**src/design/rau_pkg.sv**
```systemverilog
// Package: shared types and codes for the rational arithmetic unit.
`timescale 1ns / 1ps
package rau_pkg;
    localparam int unsigned FIELD_BITS = 64;

    typedef enum logic [2:0] {
        OP_SIMPLIFY = 3'd0,
        OP_COMPARE  = 3'd1,
        OP_ADD      = 3'd2,
        OP_SUB      = 3'd3,
        OP_MUL      = 3'd4,
        OP_DIV      = 3'd5
    } t_op;

    localparam logic [1:0] ORD_LESS    = 2'd0;
    localparam logic [1:0] ORD_EQUAL   = 2'd1;
    localparam logic [1:0] ORD_GREATER = 2'd2;

    typedef struct packed {
        logic [2:0]                   kind;
        logic signed [FIELD_BITS-1:0] a_num;
        logic signed [FIELD_BITS-1:0] a_den;
        logic signed [FIELD_BITS-1:0] b_num;
        logic signed [FIELD_BITS-1:0] b_den;
    } t_in_word;

    typedef struct packed {
        logic signed [FIELD_BITS-1:0] res_num;
        logic signed [FIELD_BITS-1:0] res_den;
        logic                         ok;
        logic [1:0]                   order;
    } t_out_word;

    // shared unit operations
    typedef enum logic [1:0] {
        ALU_MUL = 2'd0,
        ALU_DIV = 2'd1,
        ALU_REM = 2'd2
    } t_alu_op;

    typedef struct packed {
        logic    start;
        t_alu_op op;
    } t_alu_ctl;
endpackage

```
**src/design/rau_alu.sv**
```systemverilog
// Shared serial multiply / divide unit, one bit per cycle.
`timescale 1ns / 1ps
module rau_alu import rau_pkg::*; #(
    parameter int W = 64
) (
    input  logic         i_clk,
    input  logic         i_rst_n,
    input  t_alu_ctl     i_ctl,
    input  logic [W-1:0] i_a,
    input  logic [W-1:0] i_b,
    output logic         o_done,
    output logic [W-1:0] o_y
);
    localparam int CW = $clog2(W + 1);

    logic          r_busy, n_busy;
    logic [CW-1:0] r_cnt, n_cnt;
    t_alu_op       r_op, n_op;
    logic [W-1:0]  r_acc, n_acc;   // product or remainder
    logic [W-1:0]  r_sh, n_sh;     // multiplier / dividend shifting out
    logic [W-1:0]  r_b, n_b;       // multiplicand / divisor magnitude
    logic          r_negq, n_negq, r_negr, n_negr;
    logic          r_done, n_done;
    logic [W:0]    trial;
    logic [W-1:0]  mag_a, mag_b, q_fix, r_fix;

    assign mag_a = i_a[W-1] ? (~i_a + 1'b1) : i_a;
    assign mag_b = i_b[W-1] ? (~i_b + 1'b1) : i_b;
    assign trial = {r_acc, r_sh[W-1]} - {1'b0, r_b};
    assign q_fix = r_negq ? (~r_sh + 1'b1) : r_sh;
    assign r_fix = r_negr ? (~r_acc + 1'b1) : r_acc;

    always_comb begin
        n_busy = r_busy;
        n_cnt  = r_cnt;
        n_op   = r_op;
        n_acc  = r_acc;
        n_sh   = r_sh;
        n_b    = r_b;
        n_negq = r_negq;
        n_negr = r_negr;
        n_done = 1'b0;
        if (i_ctl.start) begin
            n_busy = 1'b1;
            n_cnt  = CW'(W);
            n_op   = i_ctl.op;
            n_acc  = '0;
            if (i_ctl.op == ALU_MUL) begin
                n_sh = i_a;
                n_b  = i_b;
            end else begin
                n_sh   = mag_a;
                n_b    = mag_b;
                n_negq = i_a[W-1] ^ i_b[W-1];
                n_negr = i_a[W-1];
            end
        end else if (r_busy) begin
            if (r_op == ALU_MUL) begin
                // low bits of product only: shift-add from the top
                n_acc = {r_acc[W-2:0], 1'b0} + (r_sh[W-1] ? r_b : '0);
                n_sh  = {r_sh[W-2:0], 1'b0};
            end else if (!trial[W]) begin
                n_acc = trial[W-1:0];
                n_sh  = {r_sh[W-2:0], 1'b1};
            end else begin
                n_acc = {r_acc[W-2:0], r_sh[W-1]};
                n_sh  = {r_sh[W-2:0], 1'b0};
            end
            n_cnt = r_cnt - 1'b1;
            if (r_cnt == CW'(1)) begin
                n_busy = 1'b0;
                n_done = 1'b1;
            end
        end
    end

    always_ff @(posedge i_clk) begin
        if (!i_rst_n) begin
            r_busy <= 1'b0;
            r_done <= 1'b0;
            r_cnt  <= '0;
        end else begin
            r_busy <= n_busy;
            r_done <= n_done;
            r_cnt  <= n_cnt;
        end
        r_op   <= n_op;
        r_acc  <= n_acc;
        r_sh   <= n_sh;
        r_b    <= n_b;
        r_negq <= n_negq;
        r_negr <= n_negr;
    end

    assign o_done = r_done;
    always_comb begin
        case (r_op)
            ALU_MUL: o_y = r_acc;
            ALU_DIV: o_y = q_fix;
            default: o_y = r_fix;
        endcase
    end
endmodule

```
**src/design/rational_arithmetic_unit.sv**
```systemverilog
// Top level: sequencer for rational arithmetic over a shared serial unit.
// Work: every multiply, divide or remainder runs serially on the shared unit;
// compare and multiply take 2 operations, add/sub 6 plus the gcd,
// simplify 2 plus the gcd loop (up to about 92 remainder steps at 64 bits).
// Throughput: one word at a time; busy stays high until the result strobe.
// Reset: synchronous active-low i_rst_n returns the sequencer to idle.
`timescale 1ns / 1ps
module rational_arithmetic_unit import rau_pkg::*; #(
    parameter int WORD_BITS = 64
) (
    input  logic      i_clk,
    input  logic      i_rst_n,
    input  logic      start,
    input  t_in_word  i_in,
    output logic      busy,
    output logic      o_valid,
    output t_out_word o_out
);
    localparam int W = WORD_BITS;

    typedef enum logic [10:0] {
        S_IDLE = 11'b00000000001,
        S_GSET = 11'b00000000010,
        S_GREM = 11'b00000000100,
        S_SDIV = 11'b00000001000,
        S_MUL1 = 11'b00000010000,
        S_MUL2 = 11'b00000100000,
        S_LCM  = 11'b00001000000,
        S_T1   = 11'b00010000000,
        S_T2   = 11'b00100000000,
        S_FIN  = 11'b01000000000,
        S_OUT  = 11'b10000000000
    } t_state;

    t_state       r_st, n_st;
    logic [2:0]   r_kind;
    logic [W-1:0] r_an, r_ad, r_bn, r_bd;
    logic [W-1:0] r_x, r_y;          // gcd pair
    logic [W-1:0] r_p, r_q, r_g;     // scratch results
    logic [2:0]   r_sub;             // sub-step within a state
    logic         r_wait;
    logic         r_valid;
    t_out_word    r_out;
    t_alu_ctl     alu_ctl;
    logic [W-1:0] alu_a, alu_b, alu_y;
    logic         alu_done;

    rau_alu #(.W(W)) u_alu (
        .i_clk  (i_clk),
        .i_rst_n(i_rst_n),
        .i_ctl  (alu_ctl),
        .i_a    (alu_a),
        .i_b    (alu_b),
        .o_done (alu_done),
        .o_y    (alu_y)
    );

    function automatic logic [FIELD_BITS-1:0] sx(input logic [W-1:0] v);
        return FIELD_BITS'($signed(v));
    endfunction

    function automatic logic s_gt(input logic [W-1:0] a, input logic [W-1:0] b);
        return $signed(a) > $signed(b);
    endfunction

    logic         go;
    logic         issue;
    logic [W-1:0] neg_an, neg_ad, neg_bn, neg_bd;
    assign go     = start && !busy;
    assign issue  = !r_wait && (r_st != S_IDLE) && (r_st != S_OUT) && (r_st != S_FIN)
                    && (r_st != S_GSET) && !(r_st == S_GREM && r_y == '0);
    assign neg_an = ~r_an + 1'b1;
    assign neg_ad = ~r_ad + 1'b1;
    assign neg_bn = ~r_bn + 1'b1;
    assign neg_bd = ~r_bd + 1'b1;

    // operand select for the shared unit
    always_comb begin
        alu_ctl.start = issue;
        alu_ctl.op    = ALU_MUL;
        alu_a = r_an;
        alu_b = r_bd;
        unique case (r_st)
            S_GREM: begin
                alu_ctl.op = ALU_REM;
                alu_a = r_x;
                alu_b = r_y;
            end
            S_SDIV: begin
                alu_ctl.op = ALU_DIV;
                alu_a = (r_sub == 3'd0) ? r_an : r_ad;
                alu_b = r_g;
            end
            S_MUL1: begin
                alu_a = (r_kind == OP_DIV) ? r_an : r_an;
                alu_b = (r_kind == OP_MUL) ? r_bn : r_bd;
            end
            S_MUL2: begin
                alu_a = (r_kind == OP_COMPARE) ? r_bn : r_ad;
                alu_b = (r_kind == OP_COMPARE) ? r_ad :
                        (r_kind == OP_DIV) ? r_bn : r_bd;
            end
            S_LCM: begin
                alu_ctl.op = ALU_DIV;
                alu_a = r_q;
                alu_b = r_g;
            end
            S_T1: begin
                alu_ctl.op = (r_sub == 3'd0) ? ALU_MUL : ALU_DIV;
                alu_a = (r_sub == 3'd0) ? r_an : r_p;
                alu_b = (r_sub == 3'd0) ? r_g : r_ad;
            end
            S_T2: begin
                alu_ctl.op = (r_sub == 3'd0) ? ALU_MUL : ALU_DIV;
                alu_a = (r_sub == 3'd0) ? r_bn : r_q;
                alu_b = (r_sub == 3'd0) ? r_g : r_bd;
            end
            default: begin
            end
        endcase
    end

    always_ff @(posedge i_clk) begin
        if (!i_rst_n) begin
            r_st    <= S_IDLE;
            r_wait  <= 1'b0;
            r_valid <= 1'b0;
        end else begin
            r_valid <= 1'b0;
            if (issue) r_wait <= 1'b1;
            if (alu_done) r_wait <= 1'b0;
            unique case (r_st)
                S_IDLE: if (go) begin
                    r_kind <= i_in.kind;
                    r_an   <= i_in.a_num[W-1:0];
                    r_ad   <= i_in.a_den[W-1:0];
                    r_bn   <= i_in.b_num[W-1:0];
                    r_bd   <= i_in.b_den[W-1:0];
                    r_sub  <= '0;
                    r_out  <= '0;
                    r_st   <= S_GSET;
                end
                S_GSET: begin
                    // validity checks, sign setup for compare, gcd setup
                    if (r_kind == OP_SIMPLIFY) begin
                        if (r_ad == '0) begin
                            r_out.res_num <= sx(r_an);
                            r_out.res_den <= sx(r_ad);
                            r_st <= S_OUT;
                        end else begin
                            r_x  <= s_gt(r_ad, r_an) ? r_ad : r_an;
                            r_y  <= s_gt(r_ad, r_an) ? r_an : r_ad;
                            r_st <= S_GREM;
                        end
                    end else if (r_kind > 3'(OP_DIV) || r_ad == '0 || r_bd == '0) begin
                        r_st <= S_OUT;
                    end else if (r_kind == OP_COMPARE) begin
                        if (r_ad[W-1]) begin
                            r_an <= neg_an;
                            r_ad <= neg_ad;
                        end
                        if (r_bd[W-1]) begin
                            r_bn <= neg_bn;
                            r_bd <= neg_bd;
                        end
                        r_st <= S_MUL1;
                    end else if (r_kind == OP_ADD || r_kind == OP_SUB) begin
                        r_x  <= s_gt(r_bd, r_ad) ? r_bd : r_ad;
                        r_y  <= s_gt(r_bd, r_ad) ? r_ad : r_bd;
                        r_st <= S_GREM;
                    end else begin
                        r_st <= S_MUL1;
                    end
                end
                S_GREM: begin
                    if (r_y == '0 && !r_wait) begin
                        r_g <= r_x;
                        if (r_kind == OP_SIMPLIFY) begin
                            r_st <= (r_x == '0) ? S_FIN : S_SDIV;
                        end else begin
                            r_st <= S_MUL2;
                        end
                    end else if (alu_done) begin
                        r_x <= r_y;
                        r_y <= alu_y;
                    end
                end
                S_SDIV: if (alu_done) begin
                    if (r_sub == 3'd0) begin
                        r_an  <= alu_y;
                        r_sub <= 3'd1;
                    end else begin
                        r_ad  <= alu_y;
                        r_sub <= 3'd0;
                        r_st  <= S_FIN;
                    end
                end
                S_MUL1: if (alu_done) begin
                    r_p  <= alu_y;
                    r_st <= S_MUL2;
                end
                S_MUL2: if (alu_done) begin
                    r_q <= alu_y;
                    if (r_kind == OP_ADD || r_kind == OP_SUB) begin
                        r_st <= (r_g == '0) ? S_T1 : S_LCM;
                        if (r_g == '0) r_g <= '0;
                    end else begin
                        r_st <= S_FIN;
                    end
                end
                S_LCM: if (alu_done) begin
                    r_g  <= alu_y;   // r_g now holds the lcm
                    r_st <= S_T1;
                end
                S_T1: if (alu_done) begin
                    r_p <= alu_y;
                    if (r_sub == 3'd0) r_sub <= 3'd1;
                    else begin
                        r_sub <= 3'd0;
                        r_st  <= S_T2;
                    end
                end
                S_T2: if (alu_done) begin
                    r_q <= alu_y;
                    if (r_sub == 3'd0) r_sub <= 3'd1;
                    else begin
                        r_sub <= 3'd0;
                        r_st  <= S_FIN;
                    end
                end
                S_FIN: begin
                    r_out.ok <= 1'b1;
                    case (r_kind)
                        OP_SIMPLIFY: begin
                            r_out.res_num <= sx(r_ad[W-1] ? neg_an : r_an);
                            r_out.res_den <= sx(r_ad[W-1] ? neg_ad : r_ad);
                        end
                        OP_COMPARE: begin
                            r_out.order <= ($signed(r_p) < $signed(r_q)) ? ORD_LESS :
                                           ($signed(r_p) > $signed(r_q)) ? ORD_GREATER :
                                           ORD_EQUAL;
                        end
                        OP_ADD: begin
                            r_out.res_num <= sx(r_p + r_q);
                            r_out.res_den <= sx(r_g);
                        end
                        OP_SUB: begin
                            r_out.res_num <= sx(r_p - r_q);
                            r_out.res_den <= sx(r_g);
                        end
                        default: begin
                            r_out.res_num <= sx(r_p);
                            r_out.res_den <= sx(r_q);
                        end
                    endcase
                    r_st <= S_OUT;
                end
                S_OUT: begin
                    r_valid <= 1'b1;
                    r_st    <= S_IDLE;
                end
                default: r_st <= S_IDLE;
            endcase
        end
    end

    assign busy    = (r_st != S_IDLE);
    assign o_valid = r_valid;
    assign o_out   = r_out;

    a_onehot: assert property (@(posedge i_clk) disable iff (!i_rst_n) $onehot(r_st))
        else $error("state not one-hot");
    a_strobe: assert property (@(posedge i_clk) disable iff (!i_rst_n)
        o_valid |=> !o_valid) else $error("double strobe");
    a_busy: assert property (@(posedge i_clk) disable iff (!i_rst_n)
        go |=> busy) else $error("accept without busy");
    a_nowait: assert property (@(posedge i_clk) disable iff (!i_rst_n)
        (r_st == S_IDLE) |-> !r_wait) else $error("unit busy in idle");
endmodule

```
**config.mk**
```make
export PLATFORM = sky130hd
export DESIGN_NAME = rational_arithmetic_unit
export DESIGN_NICKNAME = d
export VERILOG_FILES = /design/src/design/rau_pkg.sv /design/src/design/rau_alu.sv /design/src/design/rational_arithmetic_unit.sv
export SDC_FILE = /design/constraint.sdc
export NUM_CORES = 2
export LEC_CHECK = 0
export BUFFER_PORTS_ARGS = -buffer_cell sky130_fd_sc_hd__buf_2
export CORE_MARGIN = 1
export CORE_UTILIZATION = 30
export DETAILED_ROUTE_END_ITERATION = 8
export PLACE_DENSITY = 0.51
export SYNTH_ARGS = -nofsm -noshare
export SYNTH_HDL_FRONTEND = slang
export SYNTH_SLANG_ARGS = --single-unit
```
**constraint.sdc**
```tcl
create_clock -name i_clk -period 42.9 [get_ports i_clk]
set_clock_uncertainty 0.05 [all_clocks]
set_input_delay 0 -clock i_clk [delete_from_list [all_inputs] [get_ports i_clk]]
set_output_delay 0 -clock i_clk [all_outputs]
set_load 0.01 [all_outputs]
```
==> impl_metrics.tcl <==
set metrics [dict create \
    outcome "complete, but fails checks" \
    failed_checks "DRC, capacitance limit, slew limit" \
    path_max_fanout 51 \
    syn_to_final_growth_pct 17.8 \
    via_per_inst 6.40 \
    routedWlPerCell_um 36.0 \
    synth.top_cells.by_count "1092 x nand2_1, 878 x nor2_1, 843 x edfxtp_1" \
    grt_pass1_vias 82500 \
    worstMarginPinSlew_ns 1.51 \
    synth_most_common_cell "nand2_1" \
    crit_end "u_alu.r_sh[62]" \
    antenna_found_initial 42 \
    cts_hold_buffers 393 \
    synth_top_area_frac 0.318 \
    cp-end-kind "register" \
    fillers 27500 \
    grt_start_max_net_pins 154 \
    ant_nets 0 \
    gp_congestion 1.05 \
    die_h_um 517 \
    worst_setup_path_start_kind "register" \
    place_hpwl_um 378000 \
    first_pass_iters 9 \
    p_leak_nw 35.5 \
    placementRows 188 \
    clock_path_buffers 3 \
    fmax_mhz 136 \
    hold_viol_final 0 \
    ys_types 106 \
    rsz0062_at_grt "false" \
    drtIter0Drc 12000 \
    drc 2 \
    cts_max_level 4 \
    setup_viol 0 \
    r2r_setup_slack_ns 35.53 \
    grt_pass1_wl_um 670000 \
    relSlewSlack -0.0122 \
    clk_latency_ns 0.87 \
    synth_edf_count 843 \
    worstRegToRegCells 18 \
    ys_async_sr_fraction 0 \
    worstPathRequired_ns 43.39 \
    root_buffer "clkbuf_16" \
    ios 395 \
    multi_input_area_um2 48300 \
    post_cts_buffers 0 \
    hp-class "primary input to register" \
    clkTransAtPathRegs_ns 0.06 \
    power_per_cell_area_nw_per_um2 67.7 \
    final_cells 13700 \
    die_w_um 517 \
    fin_nets 10700 \
    num_vias 87600 \
    rr_endpoint "u_alu.r_sh[62]" \
    maxCapViolations 1 \
    ys_ff_latch 929 \
    arrival_ns 7.85 \
    totalWireLength_um 493000 \
    avgSynthCellArea_um2 8.27 \
    cp-startpoint "r_st[4]" \
    synth-seq-area-share 0.340 \
    cts_sinks 929 \
    slew_viol_final 4 \
    regArea_um2 27000 \
    die_area_um2 267000 \
    syn_inst 9626 \
    period_share 0.172 \
    yosys_warnings 0 \
    grtUsageTotal 0.357 \
    worstReg2RegStart "r_st[4]" \
    cts_resized 0 \
    critPathKind "register to register" \
    port-buffer-count 394 \
    dp.cells 13000 \
    cts_tree "built" \
    ir_drop_mv 0.0466 \
    initial_core_util 0.303 \
    synthesis.nets 10300 \
    fin_crit_ns 7.37 \
    overflow 0 \
    utilization 0.356 \
    syn_area_um2 79600 \
    yosys-top-cells-area "edfxtp_1 32%, ha_1 6.2%, o21ai_0 5.3%" \
    core_um2 263000 \
    synth_top_flop_cell "edfxtp_1" \
    synth_largest_area_cell "edfxtp_1" \
    cts_buffers 131 \
    timing.setup.tns_ns 0 \
    drive_gt1_frac 0.105 \
]
==> metrics by stage <==
stage | hold WS, ns | cell area (um^2) | setup WS [ns] | total power (W)
6_report | 0.00238 | 93700 | 35.53 | 0.00635
4_1_cts | 0.000632 | 93700 | 35.85 | 0.00624
3_3_place_gp | 0.130 | 85600 | 35.79 | 0.00506
3_5_place_dp | 0.129 | 85600 | 35.87 | 0.00508
2_1_floorplan | 0.0489 | 79600 | 18.88 | 0.00364
5_1_grt | 0.0301 | 93700 | 35.35 | 0.00657
==> layout by cell type (no fill, tap or decap), types with 61 or more instances in the layout <==
master,netlist,layout
a211oi_1,124,117
a21o_1,180,180
a21oi_1,659,653
a221o_1,72,72
a221oi_1,81,81
a22o_1,65,65
a22oi_1,83,83
a31oi_1,93,92
buf_2,70,394
buf_4,14,280
clkbuf_16,0,138
dfxtp_1,86,85
dlygate4sd3_1,0,393
edfxtp_1,843,843
ha_1,393,393
inv_1,435,433
mux2i_1,152,152
nand2_1,1092,1085
nand2b_1,73,72
nand3_1,134,127
nand4_1,134,134
nor2_1,878,863
nor2b_1,64,62
nor3_1,221,216
nor4_1,138,130
o211ai_1,128,128
o21ai_0,838,826
o221ai_1,186,186
o22ai_1,88,87
o31ai_1,103,103
or3_1,77,77
or4_1,61,61
xnor2_1,394,394
xor2_1,209,209
==> state kept, by name, summed over array words and instances, names as in the netlist, 2 cells and up <==
signal / flops
r_bn: 64
o_out: 131
r_x: 64
r_ad: 64
r_y: 64
u_alu.r_b: 64
r_st: 11
r_p: 64
r_an: 64
r_bd: 64
r_q: 64
r_kind: 3
u_alu.r_sh: 64
u_alu.r_cnt: 7
u_alu.r_op: 2
r_g: 64
u_alu.r_acc: 64
==> worst min-delay path by stage <==
stage / startpoint / end / slack [ns] / cells past startpoint
after global placement: i_in[257] / r_kind[1] / 0.13 / 1
after global routing: i_in[213] / r_an[21] / 0.03 / 3
final: i_in[120] / r_bn[56] / 0.002 / 4
after CTS: i_in[16] / r_bd[16] / 0.0006 / 4
after detailed placement: i_in[258] / r_kind[2] / 0.13 / 1
after floorplan: i_in[256] / r_kind[0] / 0.05 / 0
==> per-layer routing <==
layer / part of all wire / wire, um / track usage
met2: 0.44 / 218000 / 0.564
met5: 0.00029 / 142 / 0
met3: 0.087 / 43100 / 0.0706
met4: 0.092 / 45400 / 0.267
met1: 0.38 / 186000 / 0.429
==> worst max-delay path: stages, from the launching register on <==
cell and delay (ns):
dfxtp_1 0.72, or4_1 0.62, nor2_1 0.12, buf_4 0.25, nand2_4 0.43, inv_6 0.33
buf_4 0.40, buf_4 0.45, buf_4 0.38, a222oi_1 0.41, nand2_1 0.09, a211oi_1 0.75
nand4bb_1 0.27, or3_1 0.43, or3_1 0.36, or3_1 0.35, o21ai_1 0.17, xor2_1 0.19
o21ai_1 0.08
==> logic make-up after synthesis <==
| group | count (synthesis) | share of synthesized area |
|---|---|---|
| AOI/OAI and AO/OA | 3223 | 0.269 |
| DFF | 929 | 0.340 |
| and+or+nand+nor | 3078 | 0.180 |
| muxes | 177 | 0.0227 |
| buffers and inverters | 1219 | 0.0594 |
| adders and majority gates | 397 | 0.0628 |
| xor gates and xnor gates | 603 | 0.0664 |
==> power by group <==
group / leakage [nW] / switching, W / internal, W / total, W
combinational: 24.9 / 0.00238 / 0.00105 / 0.00342
sequential: 8.55 / 0.000404 / 0.00140 / 0.00180
clock: 2.06 / 0.000492 / 0.000632 / 0.00112
==> final cells by class <==
type,count,area share
multi-input cells,7478,0.516
flip-flops and latches,929,0.288
repair buffers,1071,0.0863
well taps,3515,0.0469
clock buffers,166,0.0384
inverters,443,0.0178
clock inverters,69,0.00631
diodes,13,0.000347
Note: power is estimated with default switching activity, not from simulation.
